**src/sv/periodic_task_release_scheduler_core_defines.svh**
```systemverilog
// Assertion macros shared by the scheduler RTL.
// No dependencies; included by the modules that carry assertions.
`ifndef PERIODIC_TASK_RELEASE_SCHEDULER_CORE_DEFINES_SVH
`define PERIODIC_TASK_RELEASE_SCHEDULER_CORE_DEFINES_SVH

// Same-cycle implication, disabled while reset is asserted.
`define PTRS_ASSERT_NOW(lbl, clk, rstn, ante, cons, msg) \
    lbl: assert property (@(posedge clk) disable iff (!rstn) (ante) |-> (cons)) \
        else $error(msg);

// Next-cycle implication, disabled while reset is asserted.
`define PTRS_ASSERT_NEXT(lbl, clk, rstn, ante, cons, msg) \
    lbl: assert property (@(posedge clk) disable iff (!rstn) (ante) |=> (cons)) \
        else $error(msg);

`endif

```
**src/sv/ptrs_pkg.sv**
```systemverilog
// Types and constants of the periodic task release scheduler.
// No dependencies; imported by every scheduler module but ptrs_ram.
`default_nettype none

package ptrs_pkg;

    localparam int COUNT_W     = 9;
    localparam int SLOT_W      = 8;
    localparam int WORD_W      = 32;
    localparam int PERIOD_W    = 16;
    localparam int OFFSET_W    = 16;
    localparam int PERIOD_LSB  = 16;
    localparam int SLOT_REGS   = 4;
    localparam int SLOT_IDX_W  = 2;
    localparam int FIRE_W      = 4;
    localparam int REQ_W       = 2;
    localparam int CFG_INDEX_W = 3;

    // Remainder unit: two dividend bits per cycle over a zero-padded dividend.
    localparam int RADIX_BITS  = 2;
    localparam int MOD_STEPS   = (COUNT_W + RADIX_BITS - 1) / RADIX_BITS;
    localparam int DVD_W       = MOD_STEPS * RADIX_BITS;
    localparam int STEP_W      = 3;

    localparam logic [COUNT_W-1:0] CYCLE_LENGTH_RST = 9'd256;

    typedef enum logic [REQ_W-1:0] {
        REQ_TICK    = 2'd0,
        REQ_RESTART = 2'd1,
        REQ_LOAD    = 2'd2
    } req_type_t;

    typedef enum logic [CFG_INDEX_W-1:0] {
        REG_CYCLE_START  = 3'd0,
        REG_CYCLE_LENGTH = 3'd1,
        REG_TASK0_SLOT   = 3'd2,
        REG_TASK1_SLOT   = 3'd3,
        REG_TASK2_SLOT   = 3'd4,
        REG_TASK3_SLOT   = 3'd5
    } cfg_reg_t;

    typedef struct packed {
        logic [REQ_W-1:0]  req_type;
        logic [SLOT_W-1:0] table_index;
        logic [WORD_W-1:0] table_word;
    } ptrs_in_t;

    typedef struct packed {
        logic [FIRE_W-1:0] fire_mask;
        logic [WORD_W-1:0] activated_word;
        logic [SLOT_W-1:0] slot_used;
    } ptrs_out_t;

    typedef struct packed {
        logic                start;
        logic [COUNT_W-1:0]  dividend;
        logic [PERIOD_W-1:0] divisor;
    } mod_req_t;

    typedef struct packed {
        logic done;
        logic rem_zero;
    } mod_rsp_t;

endpackage

`default_nettype wire

```
**src/sv/ptrs_mod.sv**
```systemverilog
// Iterative remainder unit: dividend mod divisor, two bits per cycle.
// Depends on ptrs_pkg and the assertion macro header.
`default_nettype none
`include "periodic_task_release_scheduler_core_defines.svh"

module ptrs_mod (
    input  wire logic              aclk,
    input  wire logic              aresetn,
    input  wire ptrs_pkg::mod_req_t req_i,
    output ptrs_pkg::mod_rsp_t     rsp_o
);

    import ptrs_pkg::*;

    logic                busy_reg, busy_next;
    logic                done_reg, done_next;
    logic [STEP_W-1:0]   step_reg, step_next;
    logic [DVD_W-1:0]    dvd_reg, dvd_next;
    logic [COUNT_W-1:0]  rem_reg, rem_next;
    logic [PERIOD_W-1:0] div_reg, div_next;

    logic [DVD_W-1:0]    dvd_work;
    logic [COUNT_W-1:0]  rem_work;

    // Restoring remainder steps; the partial remainder never exceeds the dividend.
    always_comb begin
        logic [COUNT_W:0] trial;
        rem_work = rem_reg;
        dvd_work = dvd_reg;
        for (int k = 0; k < RADIX_BITS; k++) begin
            trial    = {rem_work, dvd_work[DVD_W-1]};
            dvd_work = {dvd_work[DVD_W-2:0], 1'b0};
            if ({{(PERIOD_W-COUNT_W-1){1'b0}}, trial} >= div_reg) begin
                trial = trial - div_reg[COUNT_W:0];
            end
            rem_work = trial[COUNT_W-1:0];
        end
    end

    always_comb begin
        busy_next = busy_reg;
        done_next = 1'b0;
        step_next = step_reg;
        dvd_next  = dvd_reg;
        rem_next  = rem_reg;
        div_next  = div_reg;
        if (req_i.start) begin
            busy_next = 1'b1;
            step_next = '0;
            dvd_next  = DVD_W'(req_i.dividend);
            rem_next  = '0;
            div_next  = req_i.divisor;
        end else if (busy_reg) begin
            dvd_next  = dvd_work;
            rem_next  = rem_work;
            step_next = step_reg + STEP_W'(1);
            if (step_reg == STEP_W'(MOD_STEPS - 1)) begin
                busy_next = 1'b0;
                done_next = 1'b1;
            end
        end
    end

    always_ff @(posedge aclk) begin
        if (!aresetn) begin
            busy_reg <= 1'b0;
            done_reg <= 1'b0;
            step_reg <= '0;
        end else begin
            busy_reg <= busy_next;
            done_reg <= done_next;
            step_reg <= step_next;
        end
        dvd_reg <= dvd_next;
        rem_reg <= rem_next;
        div_reg <= div_next;
    end

    assign rsp_o.done     = done_reg;
    assign rsp_o.rem_zero = (rem_reg == '0);

    `PTRS_ASSERT_NOW(a_start_when_free, aclk, aresetn, req_i.start, !busy_reg, "start while busy")
    `PTRS_ASSERT_NEXT(a_done_single, aclk, aresetn, done_reg, !done_reg, "done held")
    `PTRS_ASSERT_NOW(a_step_range, aclk, aresetn, busy_reg, step_reg < STEP_W'(MOD_STEPS), "step overrun")

endmodule

`default_nettype wire

```
**config.mk**
```make
export PLATFORM = sky130hd
export DESIGN_NAME = ptrs_mod
export DESIGN_NICKNAME = d
export VERILOG_FILES = /design/src/sv/ptrs_pkg.sv /design/src/sv/ptrs_mod.sv
export VERILOG_INCLUDE_DIRS = /design/src /design/src/sv
export SDC_FILE = /design/constraint.sdc
export NUM_CORES = 1
export LEC_CHECK = 0
export CORE_MARGIN = 10
export CORE_UTILIZATION = 50
export CTS_CLUSTER_DIAMETER = 120
export CTS_CLUSTER_SIZE = 28
export DETAILED_ROUTE_END_ITERATION = 16
export DONT_BUFFER_PORTS = 1
export GPL_TIMING_DRIVEN = 0
export HOLD_SLACK_MARGIN = 0.08
export SLEW_MARGIN = 5
export SYNTH_ARGS = -nofsm -noshare
export SYNTH_HDL_FRONTEND = slang
export SYNTH_SLANG_ARGS = --single-unit
```
**constraint.sdc**
```tcl
create_clock -name aclk -period 8.19 [get_ports aclk]
set_input_delay 0.4095 -clock aclk [delete_from_list [all_inputs] [get_ports aclk]]
set_output_delay 0.4095 -clock aclk [all_outputs]
set_load 0.02 [all_outputs]
```
==> flow_metrics.py, run 1 <==
metrics = {
    "status": {
        "status": "finished, final reports clean",
    },
    "timing": {
        "drv_slew": 0,
        "layout_min_cycle_time_ps": 4024,
        "hold_viol_final": 0,
        "fin_skew_ps": 12.03,
        "fin_tns_setup_ps": 0,
        "slew_headroom_pct": 60.81,
        "rsz0062_at_grt": "false",
        "setup_viol": 0,
        "tightest_slew_ps": 583.4,
        "post-route-period-util_pct": 49.14,
        "clock.fmax_mhz": 248.5,
    },
    "worst_setup_path": {
        "startpoint_type": "register",
        "critPathKind": "reg -> reg",
        "r2r_setup_slack_ps": 4170,
        "end_kind": "register",
        "worstPathMaxFanout": 6,
        "critPathRequiredTime_ps": 8390,
        "crit_arrival_ps": 4220,
    },
    "place": {
        "io_buffer_count": 0,
        "gp_congestion": 0.8074,
        "dp_hpwl_microns": 4273,
    },
    "floorplanning": {
        "start_util_pct": 50.99,
        "coreArea_sq_um": 5042,
        "die_area_sq_um": 8411,
        "rows": 26,
        "io_pins": 30,
        "dieHeight_microns": 91.71,
        "die_w_microns": 91.71,
    },
    "cells_and_area": {
        "area_growth_pct": 6.812,
        "largest_register_ffs": 16,
        "post-route-util_pct": 54.47,
        "antennaDiodeCount": 0,
        "drive_gt1_share_pct": 13.03,
        "nets": 312,
    },
    "route": {
        "drc": 0,
        "avgRoutedWirePerCell_microns": 16.22,
        "first_pass_iters": 4,
        "vias": 1844,
        "antenna_left": 0,
        "vias_per_cell": 5.571,
        "routed_wl_microns": 5369,
        "dr.first_iter.drc_count": 108,
    },
    "global_routing": {
        "grtUsageTotal_pct": 13.32,
        "grt_overflow": 0,
        "grt_pass1_vias": 1857,
        "antenna_found_initial": 0,
        "grt_start_max_net_pins": 21,
        "grt_first_pass_wirelength_microns": 9101,
    },
    "clock_network": {
        "clockBufferDepth": 2,
        "clkSlewWorstSetupHoldPaths_ps": 80,
        "clock_latency_ps": 300,
        "hold_buffers": 0,
        "cts.repair.resized": 0,
        "numCtsBuffers": 5,
        "ctsRootBufferMaster": "clkbuf_8",
        "cts_tree": "done",
        "cts_sinks": 40,
        "cts_setup_buffers": 0,
        "cts_htree_levels": 2,
    },
    "synthesis": {
        "synth_edf_count": 25,
        "synth_nets": 305,
        "ys_ff_latch": 40,
        "ys_seq_area_share_pct": 40.88,
        "async_flop_share_pct": 0,
        "ys_dominant_reg_cell": "edfxtp_1",
        "yosysWarnings": 0,
        "netlist_area_sq_um": 2571,
        "synth_area_per_cell_sq_um": 10.16,
        "postSynthCellCount": 253,
        "synth.distinct_cells": 52,
    },
    "power": {
        "max-vdd-ir-drop_mv": 0.1243,
        "pwr_density_cell_nw_per_um2": 168.2,
        "leakage_nw": 1.102,
    },
    "run": {
        "cap_violations": 0,
    },
    "hold_path": {
        "hold_path_class": "in -> reg",
    },
}
-- Yosys cell counts, types with 4 or more instances --
cell type	number	area, sq um
nand3_1	6	30.03
xnor2_1	6	52.55
nand2_1	9	33.78
ha_1	22	275.3
a31oi_1	5	31.28
nor2_1	17	63.81
or2_2	5	31.28
a21oi_1	14	70.07
inv_1	22	82.58
and2_1	4	25.02
dfxtp_1	15	300.3
o21ai_0	8	40.04
edfxtp_1	25	750.7
a21o_1	5	37.54
nor2b_1	4	25.02
nor3_1	9	45.04
mux2_2	12	135.1
-- final cells by class --
cell class,instances,area [sq um]
plain buffers,6,33.78
inverters,22,82.58
clock buffers,5,68.82
well taps,70,87.58
fillers,458,2296
multi-input cells,185,1404
flip-flops and latches,40,1051
clock inverters,3,18.77
-- logic make-up after synthesis --
group           synth area share [%]
simple gates                   15.72
compound gates                 17.13
flops                          40.88
buf+inv                        4.526
fa+ha+maj                      12.26
mux                            6.423
xor+xnor                       3.066
-- critical path, cell delays in order (launching register included) --
cell and delay, ps:
edfxtp_1 370, inv_1 120, ha_1 290, a21o_1 190, a211oi_1 330, o22a_1 330
nor3_1 110, or2_2 300, ha_1 350, a21oi_1 350, a31oi_1 140, o211ai_1 410
a21o_1 280, o21ai_0 110, a311oi_1 250
-- through the flow --
stage | worst slack (ps) | hold WS (ps) | area, sq um | std cells | power, mW
floorplan | 4718 | 456.3 | 2571 | 253 | 0.3161
CTS | 4168 | 201.6 | 2746 | 331 | 0.4648
global placement | 4255 | 466.2 | 2659 | 323 | 0.3360
detailed placement | 4224 | 476.3 | 2659 | 323 | 0.3364
finish | 4166 | 209.1 | 2746 | 331 | 0.4619
global route | 3856 | 185.4 | 2746 | 331 | 0.4888
-- cells in the final DEF, fill, tap and decap left out, types with 4 or more instances in the layout --
cell type   n
nor2b_1     4
a31oi_1     5
clkbuf_8    5
or2_2       5
nand2_1     9
mux2_2     12
xnor2_1     6
a21oi_1    14
a21o_1      5
nand3_1     6
inv_1      22
nor2_1     17
o21ai_0     8
dfxtp_1    15
nor3_1      9
ha_1       22
and2_1      4
edfxtp_1   25
-- report_power, final --
| part | switching [mW] | internal (mW) | total, mW |
|---|---|---|---|
| logic | 0.0561 | 0.0414 | 0.0976 |
| clock network | 0.0695 | 0.0593 | 0.129 |
| registers | 0.00585 | 0.230 | 0.235 |
| total | 0.132 | 0.330 | 0.462 |
-- path summary, 6_finish.rpt --
| path | start | endpoint | cells after the start |
|---|---|---|---|
| setup / recovery | div_reg[5]$_DFFE_PP_ | rem_reg[3]$_SDFFE_PP0P_ | 14 |
| hold / removal | req_i[3] | div_reg[3]$_DFFE_PP_ | 0 |
| setup reg to reg | div_reg[5]$_DFFE_PP_ | rem_reg[3]$_SDFFE_PP0P_ | 14 |
| hold reg to reg | dvd_reg[7]$_DFFE_PP_ | dvd_reg[9]$_SDFFE_PP0P_ | 2 |
-- routing by layer --
metal	up-vias	track usage, %	routed length [microns]
met5	-	0	0
met4	0	5.013	65
met1	848	18.81	2807
li1	950	-	-
met3	6	2.852	218
met2	40	19.37	2277
(Power assumes the default switching activity.)
==> run 2, diff against run 1 <==
==> constraint.sdc (replaced) <==
create_clock -name aclk -period 4.1 [get_ports aclk]
set_input_delay 0.205 -clock aclk [delete_from_list [all_inputs] [get_ports aclk]]
set_output_delay 0.205 -clock aclk [all_outputs]
set_load 0.02 [all_outputs]
==> flow_metrics.py, run 2 (same netlist as run 1, synthesis figures left out) <==
metrics = {
    "power": {
        "design_power_total_uw": 945.8,
        "p_int_uw": 672.7,
        "leakage_nw": 1.211,
        "max-vdd-ir-drop_mv": 0.2502,
        "p_seq_share_pct": 49.7,
        "power_switching_share_pct": 28.87,
        "power_frac_clock_pct": 27.6,
        "pwr_density_cell_nw_per_um2": 316.3,
        "p_sw_uw": 273.1,
        "pwr-share-comb_pct": 22.7,
    },
    "cells_and_area": {
        "area_growth_pct": 16.30,
        "nets": 336,
        "antennaDiodeCount": 0,
        "fin_cells": 355,
        "fill_cells": 432,
        "post-route-util_pct": 59.31,
        "final_cell_mix": "25 x edfxtp_1, 22 x inv_1, 21 x ha_1",
        "drive_gt1_share_pct": 15.79,
        "largest_register_ffs": 16,
        "final_common_cell": "edfxtp_1",
    },
    "clock_network": {
        "cts_sinks": 40,
        "clock_latency_ps": 300,
        "ctsRootBufferMaster": "clkbuf_8",
        "numCtsBuffers": 5,
        "clkSlewWorstSetupHoldPaths_ps": 80,
        "cts_tree": "done",
        "cts_htree_levels": 2,
        "clockBufferDepth": 2,
    },
    "route": {
        "routed_wl_microns": 5660,
        "vias": 1961,
        "drc": 0,
        "dr.first_iter.drc_count": 146,
        "vias_per_cell": 5.524,
        "first_pass_iters": 4,
        "avgRoutedWirePerCell_microns": 15.94,
        "antenna_left": 0,
    },
    "timing": {
        "fin_tns_setup_ps": 0,
        "drv_slew": 0,
        "layout_min_cycle_time_ps": 3886,
        "post-route-period-util_pct": 94.78,
        "tightest_slew_ps": 673.6,
        "fin_skew_ps": 10.44,
        "rsz0062_at_grt": "false",
        "clock.fmax_mhz": 257.3,
        "setup_viol": 0,
        "whs_ps": 109.6,
        "slew_headroom_pct": 54.94,
        "hold_viol_final": 0,
    },
    "global_routing": {
        "grt_overflow": 0,
        "grt_start_max_net_pins": 17,
        "grt_first_pass_wirelength_microns": 9604,
        "grtUsageTotal_pct": 14.01,
        "grt_pass1_vias": 1950,
        "antenna_found_initial": 0,
    },
    "worst_setup_path": {
        "crit_arrival_ps": 4070,
        "worstPathMaxFanout": 7,
        "startpoint_type": "register",
        "end_kind": "register",
        "critPathKind": "reg -> reg",
        "critPathRequiredTime_ps": 4290,
    },
    "place": {
        "placed_cells": 323,
        "io_buffer_count": 0,
        "gp_congestion": 0.8074,
        "dp_hpwl_microns": 4273,
    },
    "floorplanning": {
        "die_w_microns": 91.71,
        "coreArea_sq_um": 5042,
        "die_area_sq_um": 8411,
        "start_util_pct": 50.99,
        "rows": 26,
        "io_pins": 30,
        "dieHeight_microns": 91.71,
    },
    "hold_path": {
        "hold_path_class": "in -> reg",
    },
    "run": {
        "cap_violations": 0,
    },
    "status": {
        "status": "finished, final reports clean",
    },
}
[run 2: cell type report]
type / instances / area (sq um) / share of cell area [%]
Buffer: 6 / 33.78 / 1.130
Timing Repair Buffer: 24 / 225.2 / 7.531
Clock buffer: 5 / 68.82 / 2.301
Multi-Input combinational cell: 185 / 1423 / 47.57
Inverter: 22 / 82.58 / 2.762
Sequential cell: 40 / 1051 / 35.15
Clock inverter: 3 / 18.77 / 0.6276
Tap cell: 70 / 87.58 / 2.929
[run 2: critical path, stage by stage (launching register included)]
cell      delay [ps]
edfxtp_1         410
ha_1             190
inv_1             50
fa_1             400
nand3_1          130
and3_1           210
o22a_2           220
nor2_4            70
buf_4            130
buf_4            130
a21o_1           190
ha_1             340
nand3_1          170
a31oi_1          100
o211ai_1         380
a21oi_4          150
buf_4            170
a31oi_1          100
a21bo_2          230
[run 2: path summary, 6_finish.rpt]
path | startpoint | endpoint | slack (ps) | depth (start not counted)
setup / recovery | div_reg[0]$_DFFE_PP_ | rem_reg[5]$_SDFFE_PP0P_ | 210 | 18
hold reg to reg | dvd_reg[7]$_DFFE_PP_ | dvd_reg[9]$_SDFFE_PP0P_ | 490 | 2
hold / removal | req_i[17] | dvd_reg[1]$_SDFFCE_PN0P_ | 110 | 1
setup reg to reg | div_reg[0]$_DFFE_PP_ | rem_reg[5]$_SDFFE_PP0P_ | 210 | 18
[run 2: stage by stage]
step,instance area (sq um),worst slack (ps)
after floorplan,2571,628.5
after global placement,2659,164.9
after detailed placement,2659,134.3
after CTS,2927,78.42
after global routing,2990,0.6568
final,2990,213.9
[run 2: layer usage]
layer	track usage [%]	vias up	share of wire [%]	wire length, microns
li1	-	999	-	-
met1	19.39	906	49	2759
met2	20.62	50	44	2492
met3	3.504	6	6.1	343
met4	5.013	0	1.1	65
met5	0	-	0	0
[run 2: timing repair]
item	in CTS	in global routing
gates resized for setup	0	6
hold endpoints to repair	33	0
setup buffers	0	6
hold buffers	18	0
endpoints found under the setup margin	0	9
[run 2: power by group through the flow]
| stage | Sequential (mW) | Clock (mW) | Combinational (mW) |
|---|---|---|---|
| after floorplan | 0.476 | 0 | 0.156 |
| after global placement | 0.479 | 0 | 0.192 |
| after detailed placement | 0.480 | 0 | 0.192 |
| after CTS | 0.470 | 0.265 | 0.209 |
| after global routing | 0.474 | 0.285 | 0.243 |
| final | 0.470 | 0.261 | 0.214 |
